### src/hdl/apt_pkg.sv
// Shared package for the arc point evaluator.
// Holds format constants, configuration and pipeline types, and the arctangent table.
// No dependencies.
package apt_pkg;

  localparam int CORDIC_STAGES = 16;
  localparam int ANGLE_BITS    = 16;
  localparam int T_BITS        = 17;
  localparam int T_FRAC_BITS   = 16;
  localparam int COORD_BITS    = 32;
  localparam int RADIUS_BITS   = 31;
  localparam int ANGLE_REG_BITS = 16;
  localparam int CFG_DATA_BITS = 32;
  localparam int CFG_INDEX_BITS = 3;
  localparam int CW            = 32;
  localparam int SHIFT_BITS    = 5;
  localparam int PROD_BITS     = 2 * CW;
  localparam int ROUND_SHIFT   = 30;
  localparam int SUM_BITS      = PROD_BITS - ROUND_SHIFT;

  localparam logic [T_BITS-1:0]      T_ONE           = T_BITS'(65536);
  localparam logic [CW-1:0]          CORDIC_GAIN_Q30 = CW'(652032874);
  localparam logic [COORD_BITS-1:0]  RESET_CENTER    = '0;
  localparam logic [RADIUS_BITS-1:0] RESET_RADIUS    = RADIUS_BITS'(65536);
  localparam logic [ANGLE_REG_BITS-1:0] RESET_START  = '0;
  localparam logic [ANGLE_REG_BITS-1:0] RESET_END    = ANGLE_REG_BITS'(16384);

  typedef enum logic [CFG_INDEX_BITS-1:0] {
    REG_CENTER_X    = 3'd0,
    REG_CENTER_Y    = 3'd1,
    REG_ARC_RADIUS  = 3'd2,
    REG_START_ANGLE = 3'd3,
    REG_END_ANGLE   = 3'd4,
    REG_CLOCKWISE   = 3'd5
  } cfg_reg_t;

  typedef struct packed {
    logic [COORD_BITS-1:0]     center_x;
    logic [COORD_BITS-1:0]     center_y;
    logic [RADIUS_BITS-1:0]    arc_radius;
    logic [ANGLE_REG_BITS-1:0] start_angle;
    logic [ANGLE_REG_BITS-1:0] end_angle;
    logic                      clockwise;
  } cfg_t;

  typedef struct packed {
    logic [CW-1:0] x;
    logic [CW-1:0] y;
    logic [CW-1:0] z;
    logic [1:0]    quad;
    logic          err;
  } cell_t;

  // Arctangent of 2^-i in units of 2^32 per full turn.
  function automatic logic [CW-1:0] atan_units(input int unsigned idx);
    logic [CW-1:0] v;
    begin
      unique case (idx)
        0:  v = CW'(536870912);
        1:  v = CW'(316933406);
        2:  v = CW'(167458907);
        3:  v = CW'(85004756);
        4:  v = CW'(42667331);
        5:  v = CW'(21354465);
        6:  v = CW'(10679838);
        7:  v = CW'(5340245);
        8:  v = CW'(2670163);
        9:  v = CW'(1335087);
        10: v = CW'(667544);
        11: v = CW'(333772);
        12: v = CW'(166886);
        13: v = CW'(83443);
        14: v = CW'(41722);
        15: v = CW'(20861);
        16: v = CW'(10430);
        17: v = CW'(5215);
        18: v = CW'(2608);
        19: v = CW'(1304);
        20: v = CW'(652);
        21: v = CW'(326);
        22: v = CW'(163);
        23: v = CW'(81);
        default: v = '0;
      endcase
      return v;
    end
  endfunction

endpackage

### src/hdl/apt_cordic_cell.sv
// One rotation-mode CORDIC cell of the arc point evaluator.
// Performs one micro-rotation per item and registers it for the next cell. Depends on apt_pkg.
module apt_cordic_cell (
  input  logic                           clk,
  input  logic                           rst_n,
  input  logic                           valid_i,
  input  apt_pkg::cell_t                 d_i,
  input  logic [apt_pkg::SHIFT_BITS-1:0] shift_i,
  input  logic [apt_pkg::CW-1:0]         atan_i,
  output logic                           valid_o,
  output apt_pkg::cell_t                 d_o
);
  import apt_pkg::*;

  logic   valid_r, valid_nxt;
  cell_t  d_r, d_nxt;
  logic signed [CW-1:0] dx, dy;

  always_comb begin
    dx        = $signed(d_i.y) >>> shift_i;
    dy        = $signed(d_i.x) >>> shift_i;
    d_nxt     = d_i;
    valid_nxt = valid_i;
    if (!d_i.z[CW-1]) begin
      d_nxt.x = d_i.x - dx;
      d_nxt.y = d_i.y + dy;
      d_nxt.z = d_i.z - atan_i;
    end else begin
      d_nxt.x = d_i.x + dx;
      d_nxt.y = d_i.y - dy;
      d_nxt.z = d_i.z + atan_i;
    end
  end

  always_ff @(posedge clk) begin
    if (!rst_n) begin
      valid_r <= 1'b0;
    end else begin
      valid_r <= valid_nxt;
    end
  end

  always_ff @(posedge clk) begin
    d_r <= d_nxt;
  end

  assign valid_o = valid_r;
  assign d_o     = d_r;

endmodule

### config.mk
export PLATFORM = sky130hd
export DESIGN_NAME = apt_cordic_cell
export DESIGN_NICKNAME = d
export VERILOG_FILES = /design/src/hdl/apt_pkg.sv /design/src/hdl/apt_cordic_cell.sv
export SDC_FILE = /design/constraint.sdc
export NUM_CORES = 1
export LEC_CHECK = 0
export ABC_AREA = 1
export BUFFER_PORTS_ARGS = -buffer_cell sky130_fd_sc_hd__buf_4
export CAP_MARGIN = 20
export CORE_ASPECT_RATIO = 0.7
export CORE_UTILIZATION = 55
export CTS_CLUSTER_DIAMETER = 120
export DETAILED_ROUTE_END_ITERATION = 6
export PLACE_DENSITY_LB_ADDON = 0.05
export SLEW_MARGIN = 10
export SYNTH_ARGS = -nofsm -noshare
export SYNTH_HDL_FRONTEND = slang
export SYNTH_SLANG_ARGS = --single-unit
### constraint.sdc
create_clock -name clk -period 9.35 [get_ports clk]
set_clock_uncertainty 0.2 [all_clocks]
set_input_delay 1.87 -clock clk [delete_from_list [all_inputs] [get_ports clk]]
set_output_delay 1.87 -clock clk [all_outputs]
set_load 0.02 [all_outputs]
# Word level (Yosys, flattened, before mapping)
# Cells that the tools add are included.
# word_totals
regBits	100
input_bits	139
output_inout_bits	100
word_cells	15
# classes
addsub	6
shift	2
mux	1
# ops
cell	n
32-bit adder	3
96-bit two-way mux	1
32-bit subtractor	3
32-bit by 5-bit >>> shifter with 32-bit output	2

# Depth between registers and ports, before layout
# depth
ltp_word	3
depth_mapped	31
depth_no_buf	30

# Worst setup path after synthesis
# OpenSTA, ideal clock, no wires.
# synth_timing
path_kind	in2reg
start	input port shift_i[1] (netlist name)
end	register d_r (netlist bit d_o[98])
setup_time_ns	0.113
arrival_ns	5.000
required_time_ns	9.037
path_slack_ns	4.037
cell_stages	29
n_path_buf	2
path_cell_list	buf_6 > inv_4 > buf_2 > nand3_1 > nand3_1 > nand3_1 > nand2_1 > nand2_1 > o21ai_1 > ha_1 > nand3_2 > nor2_4 > inv_1 > nor2_2 > nand3_1 > nand3b_1 > nand2_1 > ha_1 > nand2_1 > nor4_1 > nand3_1 > nand3_1 > nand2_1 > o211ai_1 > nand2_1 > nand2_1 > inv_1 > nand3_1 > nand2_1
# synth_rtl
item	line_no	source
from (decl)	apt_cordic_cell.sv:8	input logic [apt_pkg::SHIFT_BITS-1:0] shift_i,
to (signal assigned)	apt_cordic_cell.sv:44	d_r <= d_nxt;
to (decl)	apt_cordic_cell.sv:16	cell_t d_r, d_nxt;

==> impl_metrics.env <==
export IMPL_grt_max_degree=66
export IMPL_ys_ff_latch=100
export IMPL_p_total_mw=2.71
export IMPL_dpl_cell_count=2743
export IMPL_clock_sinks=100
export IMPL_nNetsFinal=2681
export IMPL_grt_antenna_before_repair=0
export IMPL_crit_path_start_kind="primary input"
export IMPL_clkPwrFrac=0.162
export IMPL_fin_crit_ps=7390
export IMPL_grt_use_met1=0.555
export IMPL_fmax_mhz=135
export IMPL_end_kind="flip-flop"
export IMPL_final_cells=2759
export IMPL_synthArstFlopShare=0
export IMPL_synth_edf_count=0
export IMPL_synthCells=2263
export IMPL_vias=16100
export IMPL_cts_resized=0
export IMPL_final_area_um2=15500
export IMPL_intPower_mw=1.45
export IMPL_die_w_um=188
export IMPL_grt_pass1_wl_um=73400
export IMPL_wire_per_inst_um=17.2
export IMPL_hpwl_um=38100
export IMPL_grtUsageMet2=0.501
export IMPL_grtUsageMet3=0.105
export IMPL_postSynthAreaPerCell_um2=5.91
export IMPL_drive_gt1_frac=0.136
export IMPL_cp_max_fo=65
export IMPL_n_fill_cell=2335
export IMPL_slew_headroom=0.292
export IMPL_syn_area_um2=13400
export IMPL_grt_remaining_overflow=0
export IMPL_die_area_um2=24900
export IMPL_ant_nets=0
export IMPL_maxCapViolations=0
export IMPL_final_common_cell="nand2_1"
export IMPL_post_route_period_util=0.790
export IMPL_netSwitchingFraction=0.466
export IMPL_synth_top_area_cell="nand2_1"
export IMPL_max_stage_delay_ps=690
export IMPL_cts_buffers=9
export IMPL_p_sw_mw=1.26
export IMPL_hold_violations=0
export IMPL_p_comb_frac=0.598
export IMPL_syn_to_final_growth_pct=15.6
export IMPL_path_buf_inv=3
export IMPL_finalSetupViolCount=0
export IMPL_dpl_instance_area_um2=15100
export IMPL_first_pass_iters=7
export IMPL_final_setup_tns_ps=0
export IMPL_clk_pin_slew_ps=80
export IMPL_start_util=0.563
export IMPL_path_class="primary input to flip-flop"
export IMPL_final_cell_mix="nand2_1 (704), nand3_1 (428), buf_4 (244), nor2_1 (161), inv_1 (160)"
export IMPL_ios=239
export IMPL_vias_per_cell=5.83
export IMPL_tightest_slew_ps=1060
export IMPL_synth_flop_cell="dfxtp_1"
export IMPL_ctsHoldBuffers=0
export IMPL_final_max_slew_viol_count=0
export IMPL_rows=47
export IMPL_cts_root_buf="clkbuf_16"
export IMPL_irDropWorstVdd_v=0.000147
export IMPL_seq_area_frac_synth=0.150
export IMPL_netlist_cell_type_count=42
export IMPL_drtIter0Drc=2369
export IMPL_yosysTopAreaCellShare=0.198
export IMPL_num_antenna_cells=0
export IMPL_cts_tree="built"
export IMPL_core_um2=23800
export IMPL_drc=0
export IMPL_cts_htree_levels=3
export IMPL_status="completed"
export IMPL_syn_nets=2508
export IMPL_crit_family="simple AND/OR/NAND/NOR gates"
export IMPL_critPathSlowestCell="nor4_1"
export IMPL_cp_required_ps=9400
export IMPL_gr_max_usage_layer="met1"
export IMPL_critPathMostFrequentCell="nand2_1"
export IMPL_clock_path_buffers=2
export IMPL_die_height_um=132
export IMPL_p_leak_nw=8.13
export IMPL_p_per_area_nw_per_um2=175
export IMPL_grt_usage=0.367
export IMPL_portBuffers=238
export IMPL_netlist_top_cells_area="nand2_1 (20%), nand3_1 (16%), dfxtp_1 (15%)"
export IMPL_routed_wl_um=47400
export IMPL_first_global_vias=14000
export IMPL_worstHoldPathType="primary input to flip-flop"
export IMPL_place_gp_congestion=1.02
export IMPL_arrival_ps=7440
export IMPL_cts_setup_buffers=0
export IMPL_seq_power_share=0.240
export IMPL_rsz0062_at_grt="no"
export IMPL_utilization=0.651
export IMPL_yosys_warnings=0
path summary, 6_finish.rpt:
path	start	endpoint	slack, ps	cells after the start
worst max-delay path	shift_i[0]	d_o[96]$_DFF_P_	1960	26
worst min-delay path	d_i[2]	d_o[2]$_DFF_P_	1400	1
cell families (layout without fill, tap and decap cells):
group | after synthesis | after routing | share of synthesized area
simple gates | 1404 | 1404 | 0.461
buf+inv | 250 | 428 | 0.0823
flops | 100 | 100 | 0.150
xor+xnor | 157 | 157 | 0.103
compound gates | 246 | 246 | 0.102
fa+ha+maj | 106 | 106 | 0.101
cells in the mapped netlist (22+ instances only):
cell type / number
nand2_2: 26
buf_2: 32
nand3_1: 428
ha_1: 103
inv_1: 162
nor2_1: 161
nor3_1: 22
nand2_1: 704
a21oi_1: 112
xor2_1: 114
xnor2_1: 42
o21ai_0: 73
dfxtp_1: 100
layer usage:
metal  up-vias  part of all wire
met5         -                 0
met4         0             0.018
met3        75              0.13
met2       982              0.39
met1      7176              0.46
li1       7855                 -
registers in the layout, indices dropped and copies added, names as in the netlist:
name / flops
d_o: 99
valid_o: 1
cell type report:
| class | instances | area [um2] | share of cell area |
|---|---|---|---|
| inverters | 168 | 633 | 0.0409 |
| multi-input cells | 1913 | 10300 | 0.664 |
| repair buffers | 244 | 1830 | 0.118 |
| well taps | 318 | 398 | 0.0257 |
| clock buffers | 10 | 239 | 0.0155 |
| flip-flops and latches | 100 | 2000 | 0.129 |
| clock inverters | 6 | 91.3 | 0.00591 |
power by group through the flow:
stage	sequential, mW	clock, mW	combinational (mW)
after floorplan	0.876	0	0.801
after global placement	0.656	0	1.57
after detailed placement	0.658	0	1.58
after CTS	0.652	0.445	1.59
after global routing	0.666	0.457	1.75
final	0.651	0.439	1.62
per-stage QoR:
stage / setup WS, ps / hold WS [ps]
2_1_floorplan: 4040 / 1700
3_3_place_gp: 1920 / 1770
3_5_place_dp: 1860 / 1780
4_1_cts: 2240 / 1390
5_1_grt: 1550 / 1390
6_report: 1960 / 1400
(Power assumes the default switching activity.)
