$ cat src/hdl/apt_pkg.sv
// Shared package for the arc point evaluator.
// Holds format constants, configuration and pipeline types, and the arctangent table.
// No dependencies.
package apt_pkg;

  localparam int CORDIC_STAGES = 16;
  localparam int ANGLE_BITS    = 16;
  localparam int T_BITS        = 17;
  localparam int T_FRAC_BITS   = 16;
  localparam int COORD_BITS    = 32;
  localparam int RADIUS_BITS   = 31;
  localparam int ANGLE_REG_BITS = 16;
  localparam int CFG_DATA_BITS = 32;
  localparam int CFG_INDEX_BITS = 3;
  localparam int CW            = 32;
  localparam int SHIFT_BITS    = 5;
  localparam int PROD_BITS     = 2 * CW;
  localparam int ROUND_SHIFT   = 30;
  localparam int SUM_BITS      = PROD_BITS - ROUND_SHIFT;

  localparam logic [T_BITS-1:0]      T_ONE           = T_BITS'(65536);
  localparam logic [CW-1:0]          CORDIC_GAIN_Q30 = CW'(652032874);
  localparam logic [COORD_BITS-1:0]  RESET_CENTER    = '0;
  localparam logic [RADIUS_BITS-1:0] RESET_RADIUS    = RADIUS_BITS'(65536);
  localparam logic [ANGLE_REG_BITS-1:0] RESET_START  = '0;
  localparam logic [ANGLE_REG_BITS-1:0] RESET_END    = ANGLE_REG_BITS'(16384);

  typedef enum logic [CFG_INDEX_BITS-1:0] {
    REG_CENTER_X    = 3'd0,
    REG_CENTER_Y    = 3'd1,
    REG_ARC_RADIUS  = 3'd2,
    REG_START_ANGLE = 3'd3,
    REG_END_ANGLE   = 3'd4,
    REG_CLOCKWISE   = 3'd5
  } cfg_reg_t;

  typedef struct packed {
    logic [COORD_BITS-1:0]     center_x;
    logic [COORD_BITS-1:0]     center_y;
    logic [RADIUS_BITS-1:0]    arc_radius;
    logic [ANGLE_REG_BITS-1:0] start_angle;
    logic [ANGLE_REG_BITS-1:0] end_angle;
    logic                      clockwise;
  } cfg_t;

  typedef struct packed {
    logic [CW-1:0] x;
    logic [CW-1:0] y;
    logic [CW-1:0] z;
    logic [1:0]    quad;
    logic          err;
  } cell_t;

  // Arctangent of 2^-i in units of 2^32 per full turn.
  function automatic logic [CW-1:0] atan_units(input int unsigned idx);
    logic [CW-1:0] v;
    begin
      unique case (idx)
        0:  v = CW'(536870912);
        1:  v = CW'(316933406);
        2:  v = CW'(167458907);
        3:  v = CW'(85004756);
        4:  v = CW'(42667331);
        5:  v = CW'(21354465);
        6:  v = CW'(10679838);
        7:  v = CW'(5340245);
        8:  v = CW'(2670163);
        9:  v = CW'(1335087);
        10: v = CW'(667544);
        11: v = CW'(333772);
        12: v = CW'(166886);
        13: v = CW'(83443);
        14: v = CW'(41722);
        15: v = CW'(20861);
        16: v = CW'(10430);
        17: v = CW'(5215);
        18: v = CW'(2608);
        19: v = CW'(1304);
        20: v = CW'(652);
        21: v = CW'(326);
        22: v = CW'(163);
        23: v = CW'(81);
        default: v = '0;
      endcase
      return v;
    end
  endfunction

endpackage

$ cat src/hdl/apt_angle_front.sv
// Front end of the arc point evaluator: range check, span, rounded offset and angle.
// Produces the first CORDIC cell's item. Depends on apt_pkg.
module apt_angle_front (
  input  logic                       clk,
  input  logic                       rst_n,
  input  apt_pkg::cfg_t              cfg,
  input  logic                       valid_i,
  input  logic [apt_pkg::T_BITS-1:0] param_t,
  output logic                       valid_o,
  output apt_pkg::cell_t             cell_o
);
  import apt_pkg::*;

  localparam int MUL_BITS = T_BITS + ANGLE_BITS + 1;

  typedef logic [ANGLE_BITS-1:0] ang_t;

  localparam ang_t EIGHTH = ang_t'(1) << (ANGLE_BITS - 3);

  logic [2:0]          v_r, v_nxt;
  logic [T_BITS-1:0]   t_r;
  logic                err1_r, err2_r, err3_r;
  logic [MUL_BITS-1:0] prod_r, prod_nxt;
  ang_t                ang_r, ang_nxt;

  ang_t                sa, ea, span, off, shifted;
  logic [MUL_BITS-1:0] rnd;
  logic signed [ANGLE_BITS-2:0] resid;
  logic [CW-1:0]       z_ext;

  always_comb begin
    sa       = ang_t'(cfg.start_angle);
    ea       = ang_t'(cfg.end_angle);
    span     = cfg.clockwise ? (sa - ea) : (ea - sa);
    prod_nxt = MUL_BITS'(t_r) * MUL_BITS'(span);
    rnd      = prod_r + MUL_BITS'(1 << (T_FRAC_BITS - 1));
    off      = ang_t'(rnd >> T_FRAC_BITS);
    ang_nxt  = cfg.clockwise ? (sa - off) : (sa + off);
    v_nxt    = {v_r[1:0], valid_i};
  end

  always_comb begin
    shifted = ang_r + EIGHTH;
    resid   = $signed({1'b0, shifted[ANGLE_BITS-3:0]}) -
              $signed((ANGLE_BITS-1)'(EIGHTH));
    z_ext   = CW'(resid) << (CW - ANGLE_BITS);
    cell_o.x    = CORDIC_GAIN_Q30;
    cell_o.y    = '0;
    cell_o.z    = z_ext;
    cell_o.quad = shifted[ANGLE_BITS-1:ANGLE_BITS-2];
    cell_o.err  = err3_r;
    valid_o     = v_r[2];
  end

  always_ff @(posedge clk) begin
    if (!rst_n) begin
      v_r <= '0;
    end else begin
      v_r <= v_nxt;
    end
  end

  always_ff @(posedge clk) begin
    t_r    <= param_t;
    err1_r <= (param_t > T_ONE);
    prod_r <= prod_nxt;
    err2_r <= err1_r;
    ang_r  <= ang_nxt;
    err3_r <= err2_r;
  end

endmodule

$ cat config.mk
export PLATFORM = sky130hd
export DESIGN_NAME = apt_angle_front
export DESIGN_NICKNAME = d
export VERILOG_FILES = /design/src/hdl/apt_pkg.sv /design/src/hdl/apt_angle_front.sv
export SDC_FILE = /design/constraint.sdc
export NUM_CORES = 1
export LEC_CHECK = 0
export ABC_AREA = 1
export BUFFER_PORTS_ARGS = -buffer_cell sky130_fd_sc_hd__buf_2
export CORE_MARGIN = 1
export CORE_UTILIZATION = 30
export DETAILED_ROUTE_END_ITERATION = 12
export PLACE_DENSITY = 0.49
export RECOVER_POWER = 100
export SETUP_SLACK_MARGIN = 0.2
export SLEW_MARGIN = 20
export SYNTH_ARGS = -nofsm -noshare
export SYNTH_HDL_FRONTEND = slang
export SYNTH_SLANG_ARGS = --single-unit
$ cat constraint.sdc
create_clock -name clk -period 8.65 [get_ports clk]
set_clock_uncertainty 0.1 [all_clocks]
set_input_delay 0.865 -clock clk [delete_from_list [all_inputs] [get_ports clk]]
set_output_delay 0.865 -clock clk [all_outputs]
set_load 0.05 [all_outputs]
-- Word-level counts from Yosys, hierarchy flattened
Index checks and enable logic that the tools add are counted.
- multiply operators: 1
- $add $sub $neg: 7
- multiplexer cells: 2
- $lt $le $gt $ge: 1
- operator list (cell ; count):
    16-bit subtractor ; 3
    32-bit by 16-bit adder with 32-bit output (second input constant) ; 1
    17-bit by 16-bit multiplier with 32-bit output ; 1
    16-bit 2-to-1 mux ; 2
    17-bit greater-than comparator (second input constant) ; 1
    16-bit by 14-bit adder with 16-bit output (second input constant) ; 1
    16-bit adder ; 1
    14-bit by 14-bit subtractor with 15-bit output (second input constant) ; 1
- output and inout bits: 100
- register bits: 71

-- Depth between registers and ports, before layout
Gate-level depths: netlist of run 1.
- depth in word-level cells: 3
- gate-level depth with buffers: 37
- gate-level depth less buffers: 37

-- Least setup slack after synthesis of run 1
No wires, ideal clock.
- kind: input to register
- start point: input cfg[17] (netlist bit)
- end point: register prod_r[27]
- stages on the path: 32
- required time: 8.438 ns
- path slack: 1.710 ns
- setup time: 0.112 ns
- path buffers: 0
- arrival time: 6.727 ns
- path through: inv_1 -> ha_1 -> inv_1 -> fa_1 -> inv_1 -> o21bai_1 -> nand3_1 -> nand3_1 -> xor2_1 -> nand2_1 -> nand2_2 -> inv_2 -> nand2_1 -> fa_1 -> inv_1 -> fa_1 -> fa_1 -> fa_1 -> fa_1 -> inv_1 -> fa_1 -> inv_1 -> ha_1 -> a21o_1 -> a31oi_1 -> o21ai_0 -> a21oi_1 -> nand2_1 -> nand2_1 -> nand2_1 -> nand2_1 -> nand2_1
- cells in the longest elaborated chain, start to end: 3
- elaborated cells between the ends (all ways): 4
- ends and longest elaborated chain (item ; line ; RTL):
    from (decl) ; apt_angle_front.sv:6 ; input apt_pkg::cfg_t cfg,
    16-bit subtractor ; apt_angle_front.sv:34 ; span = cfg.clockwise ? (sa - ea) : (ea - sa);
    16-bit 2-to-1 mux * ; apt_angle_front.sv:34 ;
    17-bit by 16-bit multiplier with 32-bit output * ; apt_angle_front.sv:35 ; prod_nxt = MUL_BITS'(t_r) * MUL_BITS'(span);
    named net prod_nxt[27] ; apt_angle_front.sv:23 ; logic [MUL_BITS-1:0] prod_r, prod_nxt;
    to (signal assigned) ; apt_angle_front.sv:66 ; prod_r <= prod_nxt;
    to (decl) ; apt_angle_front.sv:23 ;
Mark *: on every way through the listed nets, which the timed path passes. The rest lies on a longest branch.
A chain may end at the register's enable or synchronous reset.

-- Final worst setup path of run 1
- start point: input cfg[3] (netlist bit)
- end point: register prod_r[31]
The elaborated chain is that of the path after synthesis.

==> results.md, run 1 <==
Placement:
- The final weighted congestion in routability-driven placement is slightly below 0.9.
- In this run the tool buffered the top-level ports with between 70 and 80 buffer cells.
- The wire-length estimate of the detail-placed layout is 35000 um.

Yosys:
- In the synthesized netlist the async set-or-reset flop fraction comes to 0%.
- The count of unique library cells instantiated by Yosys is 53.
- The count of warnings emitted by yosys is 0.
- The number of enable-type register cells in the synthesized netlist is 0.
- The share of synthesized area occupied by flip-flops and latches is 7.88%.
- Of all cell types, the one taking the most synthesized area is fa_1.
- The most common flop cell mapped by yosys is dfxtp_1.
- The mapped netlist covers about 14000 um^2.
- Counting flops and latches in the post-synthesis netlist gives between 50 and 60.
- The share of synthesized area in the top cell type comes to 29.4%.
- The synthesized instance count is around 2000.
- After synthesis, the cell types taking the most area are fa_1, ha_1, nand2_1.
- A synthesized cell averages ~7.3 um^2.

Critical path:
- The most critical setup path has its startpoint at cfg[3].
- The worst register-to-register path begins at t_r[4]$_DFF_P_.
- The category of the critical setup timing path is input port to flop.
- STA classifies the critical path endpoint as a flop.
- The highest cell delay on the worst timing path is around 0.56 ns.
- The critical path launch point type is an input port.
- The required time of the worst setup path is a little under 9 ns.
- The number of cells on the worst reg-to-reg path is 18.
- In this run the register-to-register setup slack is between 2 and 2.5 ns.
- The cell repeated most along the worst path is fa_1.
- The slowest stage of the critical path belongs to the cell fa_1.
- The reg-to-reg endpoint is prod_r[31]$_DFF_P_.
- The top fanout value on the critical path is 14.
- At the worst endpoint, the arrival time is about 8 ns.
- In this run the worst setup path terminates at prod_r[31]$_DFF_P_.

Final layout:
- The fraction of the core area covered by cells at the end of the flow is between 30% and 40%.
- The growth of design area from synthesis to finish is 5.07%.
- The share of layout cells above drive strength 1 is under 10%.
- The net count of the finished layout is 2495.
- 0 antenna diodes ended up in the layout.
- Leaving out fill and tap cells, the most frequent cell in the layout is nand2_1.
- In the layout the commonest cells are nand2_1, inv_1, fa_1, nor2_1, ha_1.

CTS:
- The number of sinks on the clock net is 56.
- Once the clock tree was built, the setup fixing pass inserted 0 buffers.
- TritonCTS built the clock tree.
- The H-tree was split into 2 levels.
- For this design, the CTS-stage hold fixing added 0 buffers.
- No sink is reached through more buffers than the 2 on the longest clock path.
- The insertion delay of the later-clocked pin in the worst-skew pair is around 0.33 ns.
- The post-cts sizing count is 0.
- The cell chosen for the clock root is clkbuf_16.
- The register clock-pin slew on the reported worst setup and hold paths is 0.08 ns.
- The number of clock buffers inserted by TritonCTS is 5.

Floorplanning:
- The number of placement rows is 79.
- The vertical extent of the die is between 200 and 250 um.
- The floorplan step defined a die boundary enclosing 48300 um^2.
- The core box area is between 40000 and 50000 um^2.
- For this design the top-level I/O count stands at about 250.
- The effective utilization at floorplan is 30.5%.
- The width of the die is 220 um.

Detailed routing:
- The post-detailed-route via-to-cell ratio is between 4 and 5.
- The final routed wire length divided by cell count is 15.6 um.
- The first-pass detailed-route iteration total is 9.
- The first routing iteration left roughly 750 violations.
- The total number of vias is ~12000.
- The count of nets left with antenna violations once routing finished came out at 0.
- The DRC violations left is 11.
- The final layout contains routed wiring with a total length of a little over 40000 um.

Global route:
- The initial antenna violation count is 0.
- In the global route stage, overall resource usage came out at around 18%.
- The maximum number of pins on one net before global-route repair is 28.
- The total overflow left after global routing is 0.
- The global-route wire length before repair is 65500 um.
- The via count of the first global-routing pass is 11800.

STA:
- For the pin with the worst max-slew slack, the measured transition is about 0.89 ns.
- The count of endpoints failing hold in the final timing report was 0.
- Static timing analysis puts the maximum clock frequency at ~0.13 GHz.
- The final count of negative-setup-slack endpoints is 0.
- The number of max-slew violations in the final report is 0.
- The final critical-path share of the clock period is just over 90%.
- Setup total negative slack on the finished layout was measured at 0 ns.
- Measured against its own limit, the worst slew margin works out to 40.5%.
- The worst path in the final design needs a cycle of between 7 and 8 ns, including I/O delays and setup.
- Setup repair after global routing left no endpoint under its margin.

Outcome:
- The final reports fail on DRC.
- The run finished, with violations left.

Run:
- Across the run, the number of max-cap violations was 0.

Hold path:
- The path class of the tightest hold or removal check is flop to flop.
cells in the mapped netlist, types with 2 or more instances:
cell and instances:
nand2_2 11, buf_6 2, buf_4 99, buf_2 9, xor2_1 47, nand3b_1 3
nor2_2 7, dfxtp_1 56, nand3_1 86, xnor2_1 14, a21oi_1 70, o21ai_1 3
o211ai_1 4, ha_1 146, o21ai_2 3, a31oi_1 14, clkbuf_1 19, nor2_1 170
nand4_1 8, o21ai_0 30, inv_2 9, inv_1 429, or2_2 2, conb_1 2
fa_1 209, nand3_2 2, and2_1 2, nand2_1 438, nor3_1 9, clkinv_1 3
o21a_1 4, a21o_1 8, nor4_1 8, o21bai_1 8
final cells by class:
cell class | count | area [um^2]
clock buffers | 5 | 125
multi-input cells | 1402 | 10800
inverters | 443 | 1670
well taps | 607 | 759
repair buffers | 84 | 410
flip-flops and latches | 56 | 1120
fillers | 5119 | 31700
clock inverters | 3 | 27.5
cells by family (layout without fill, tap and decap cells):
| family | after synthesis | in the layout | synth area share [%] |
|---|---|---|---|
| adder cells (fa/ha/maj) | 355 | 355 | 42.2 |
| XOR/XNOR | 61 | 61 | 3.75 |
| other | 2 | 80 | 0.0528 |
| flip-flops | 56 | 56 | 7.88 |
| AND/OR/NAND/NOR | 752 | 752 | 21.8 |
| buffers and inverters | 573 | 535 | 18.0 |
| AO/OA/AOI/OAI | 154 | 154 | 6.33 |
worst min path at each step:
stage	slack (ns)	from	cells after the start	endpoint
6_report	0.23	err2_r$_DFF_P_	0	err3_r$_DFF_P_
5_1_grt	0.25	err2_r$_DFF_P_	0	err3_r$_DFF_P_
4_1_cts	0.23	err2_r$_DFF_P_	0	err3_r$_DFF_P_
3_5_place_dp	0.21	err2_r$_DFF_P_	0	err3_r$_DFF_P_
3_3_place_gp	0.21	err2_r$_DFF_P_	0	err3_r$_DFF_P_
2_1_floorplan	0.21	err1_r$_DFF_P_	0	err2_r$_DFF_P_
routing by layer:
metal / vias up / track usage, % / wire [um]
met2: 253 / 29.9 / 19300
li1: 5778 / - / -
met1: 5618 / 24.5 / 19100
met3: 24 / 1.02 / 1370
met5: - / 0 / 0
met4: 0 / 3.68 / 642
stage by stage:
step | instances | instance area [um^2] | worst slack, ns | hold slack, ns
2_1_floorplan | 2031 | 14500 | 1.71 | 0.210
3_3_place_gp | 2592 | 14800 | 0.579 | 0.213
3_5_place_dp | 2592 | 14800 | 0.569 | 0.212
4_1_cts | 2600 | 15000 | 0.889 | 0.234
5_1_grt | 2600 | 15000 | 0.244 | 0.251
6_report | 2600 | 15000 | 0.778 | 0.232
flip-flops by register name, indices dropped and copies added, names as in the netlist:
signal,count
t_r,17
v_r,3
prod_r,17
ang_r,16
err3_r,1
err1_r,1
err2_r,1
worst max-delay path, delay by kind of cell:
family | cells | cell delay [ns]
and+or+nand+nor | 6 | 0.72
AOI/OAI and AO/OA | 8 | 1.59
adders and majority gates | 8 | 4.00
buffers and inverters | 6 | 0.64
xor gates and xnor gates | 1 | 0.18
Power of run 1 is not shown: default switching activity piles up to over one toggle a cycle in this logic, so the estimate is an artifact.
==> inputs of run 2 (changes only) <==
Clock period 8.65 ns to 9.9 ns, I/O delays scaled along.
==> run 2 against run 1 <==
Against the previous run: the run still ends with DRC left; cell count fell by 0.38%; critical path depth rose by 8; critical endpoint unchanged; setup slack improved by 0.90 ns; final area fell by 0.49%; global-route usage fell by 0.066 points; core utilization fell by 0.16 points.
==> results.md, run 2 (synthesized netlist as in run 1, its figures left out) <==
Critical path:
- The worst setup path is launched from an input port.
- At the worst endpoint, the required time is about 10 ns.
- The most numerous cell type found on the critical path is inv_1.
- Of all nets on the critical path, the largest fanout is 13.
- The endpoint class of the critical path is a flop.
- The highest cell delay on the worst timing path is 0.54 ns.
- Data on the critical path arrives at its endpoint at approximately 8.4 ns.
- The library cell contributing the largest single delay on the critical path is fa_1.
- The category of the critical setup timing path is input port to flop.

Detailed routing:
- After detailed routing, the average wire length per cell comes to between 15 and 20 um.
- The detailed router put a total of between 15000 and 20000 um of wire on met1.
- The total met2 wirelength after detailed routing is about 19000 um.
- After the first detailed-routing iteration, the DRC count stood at 718.
- The uppermost metal layer occupied by signal nets is met4.
- The count of antenna-violating nets left after detailed routing is 0.
- The total number of vias is around 12000.
- The total detailed-routing wirelength is between 40000 and 50000 um.
- After detailed routing, the number of vias per cell comes to 4.54.
- The DRC violations left is 11.
- The first detailed-routing pass ran for 9 iterations.
- The routed wire length on met3 is ~1500 um.

CTS:
- Once the clock tree was built, the setup fixing pass inserted 0 buffers.
- The cell chosen for the clock root is clkbuf_16.
- The insertion delay of the later-clocked pin in the worst-skew pair is 0.33 ns.
- The number of buffers on the longest clock path is 2.
- The CTS tree is yes.
- The number of clock buffers inserted by TritonCTS is 5.
- The CTS H-tree depth is 2.
- The number of hold buffers added after CTS was 0.
- The clock drives 56 sinks.
- The post-cts sizing count is 0.
- The register clock-pin slew on the reported worst setup and hold paths is roughly 0.10 ns.

Hold path:
- The path class of the tightest hold or removal check is flop to flop.

Run:
- The tool flagged a number of max-cap violations equal to 0.

Floorplanning:
- The floorplan step set the die height to between 200 and 250 um.
- The width of the die is ~220 um.
- The total area inside the core boundary comes to around 47000 um^2.
- 248 I/O pins were placed.
- The floorplan die area is between 40000 and 50000 um^2.
- The number of placement rows is 79.
- The effective utilization at floorplan is a little under a third.

Final layout:
- The number of antenna diodes in the final layout is 0.
- The largest registers in the layout are prod_r (17), t_r (17), ang_r (16).
- The area growth from synthesis to layout is 4.56%.
- Of the cells placed in the final design, the portion with a size suffix greater than 1 is 4.49%.
- Leaving out fill and tap cells, the most frequent cells in the layout are nand2_1, inv_1, fa_1, nor2_1, ha_1.
- The library cell used most frequently in the layout, excluding fill and tap cells, is nand2_1.
- The layout net count is 2485.

Placement:
- Routability-driven placement finished with a final weighted congestion of approximately 0.9.
- The post-DP HPWL is between 30000 and 40000 um.
- The number of buffers added on ports is 72.

Outcome:
- The checks that failed: DRC.
- The run finished, with violations left.

Global route:
- The initial antenna violation count was 0.
- The maximum number of pins on one net before global-route repair is 28.
- The first global-routing pass estimated 65300 um of wire.
- The via count of the first global-routing pass is between 10000 and 15000.
- Global routing consumed, over all layers together, between 10% and 20% of the routing resources.
- For this run the aggregate overflow at the end of global routing stands at 0.

STA:
- The worst path needs between 8 and 9 ns of the cycle, external delays included.
- The number of max-slew violations in the final report came to 0.
- Hold timing on the final database bottoms out at a slack of 0.239 ns.
- Measured against its own limit, the worst slew margin works out to about two fifths.
- The count of endpoints failing hold in the final timing report came to 0.
- The pin slew with the least headroom to its limit is about 0.92 ns.
- For this run, the top clock speed supported by timing is around 0.12 GHz.
- Setup repair after global routing left no endpoint under its margin.
- For the final routed database, the setup TNS stands at 0 ns.
- In the finished design, the share of the clock period the worst path needs comes to about 83%.
- Setup violations remaining at the end of the flow were counted as 0.
==> run 2: changes by cell type in the layout (fill, tap and decap cells not counted), sizes merged <==
cell	previous run	this run
clkbuf	37	38
buf	52	41
==> run 2: stage by stage <==
step | util, % | worst slack, ns | instances | instance area [um^2]
after floorplan | - | 2.84 | 2031 | 14500
after global routing | 31.9 | 1.18 | 2590 | 14900
after global placement | 31.7 | 1.49 | 2582 | 14800
after detailed placement | 31.7 | 1.49 | 2582 | 14800
after CTS | 32.0 | 1.79 | 2590 | 14900
final | 31.9 | 1.68 | 2590 | 14900
==> run 2: final cells by class <==
type | instances | area, um^2
clock buffers | 5 | 125
clock inverters | 3 | 27.5
fillers | 5190 | 31800
inverters | 443 | 1670
multi-input cells | 1402 | 10800
flip-flops and latches | 56 | 1120
well taps | 607 | 759
repair buffers | 74 | 332
==> run 2: path summary, 6_finish.rpt <==
| path | slack (ns) | end | cells past startpoint | start |
|---|---|---|---|---|
| setup / recovery | 1.68 | prod_r[31]$_DFF_P_ | 37 | cfg[1] |
| hold / removal | 0.24 | err2_r$_DFF_P_ | 0 | err1_r$_DFF_P_ |
| setup reg to reg | 3.53 | prod_r[31]$_DFF_P_ | 24 | t_r[9]$_DFF_P_ |
| hold reg to reg | 0.24 | err2_r$_DFF_P_ | 0 | err1_r$_DFF_P_ |
==> run 2: worst max-delay path: cells and delay by family <==
kind            cells  cell delay [ns]
buf+inv            14             1.52
fa+ha+maj           9             3.87
xor+xnor            1             0.16
simple gates       10             1.00
compound gates      3             0.83
==> run 2: routing by layer <==
metal / GRT usage [%] / up-vias
li1: - / 5745
met1: 24.4 / 5711
met3: 1.21 / 41
met2: 29.4 / 260
met4: 4.09 / 0
met5: 0 / -
Power of run 2 is left out for the same reason.
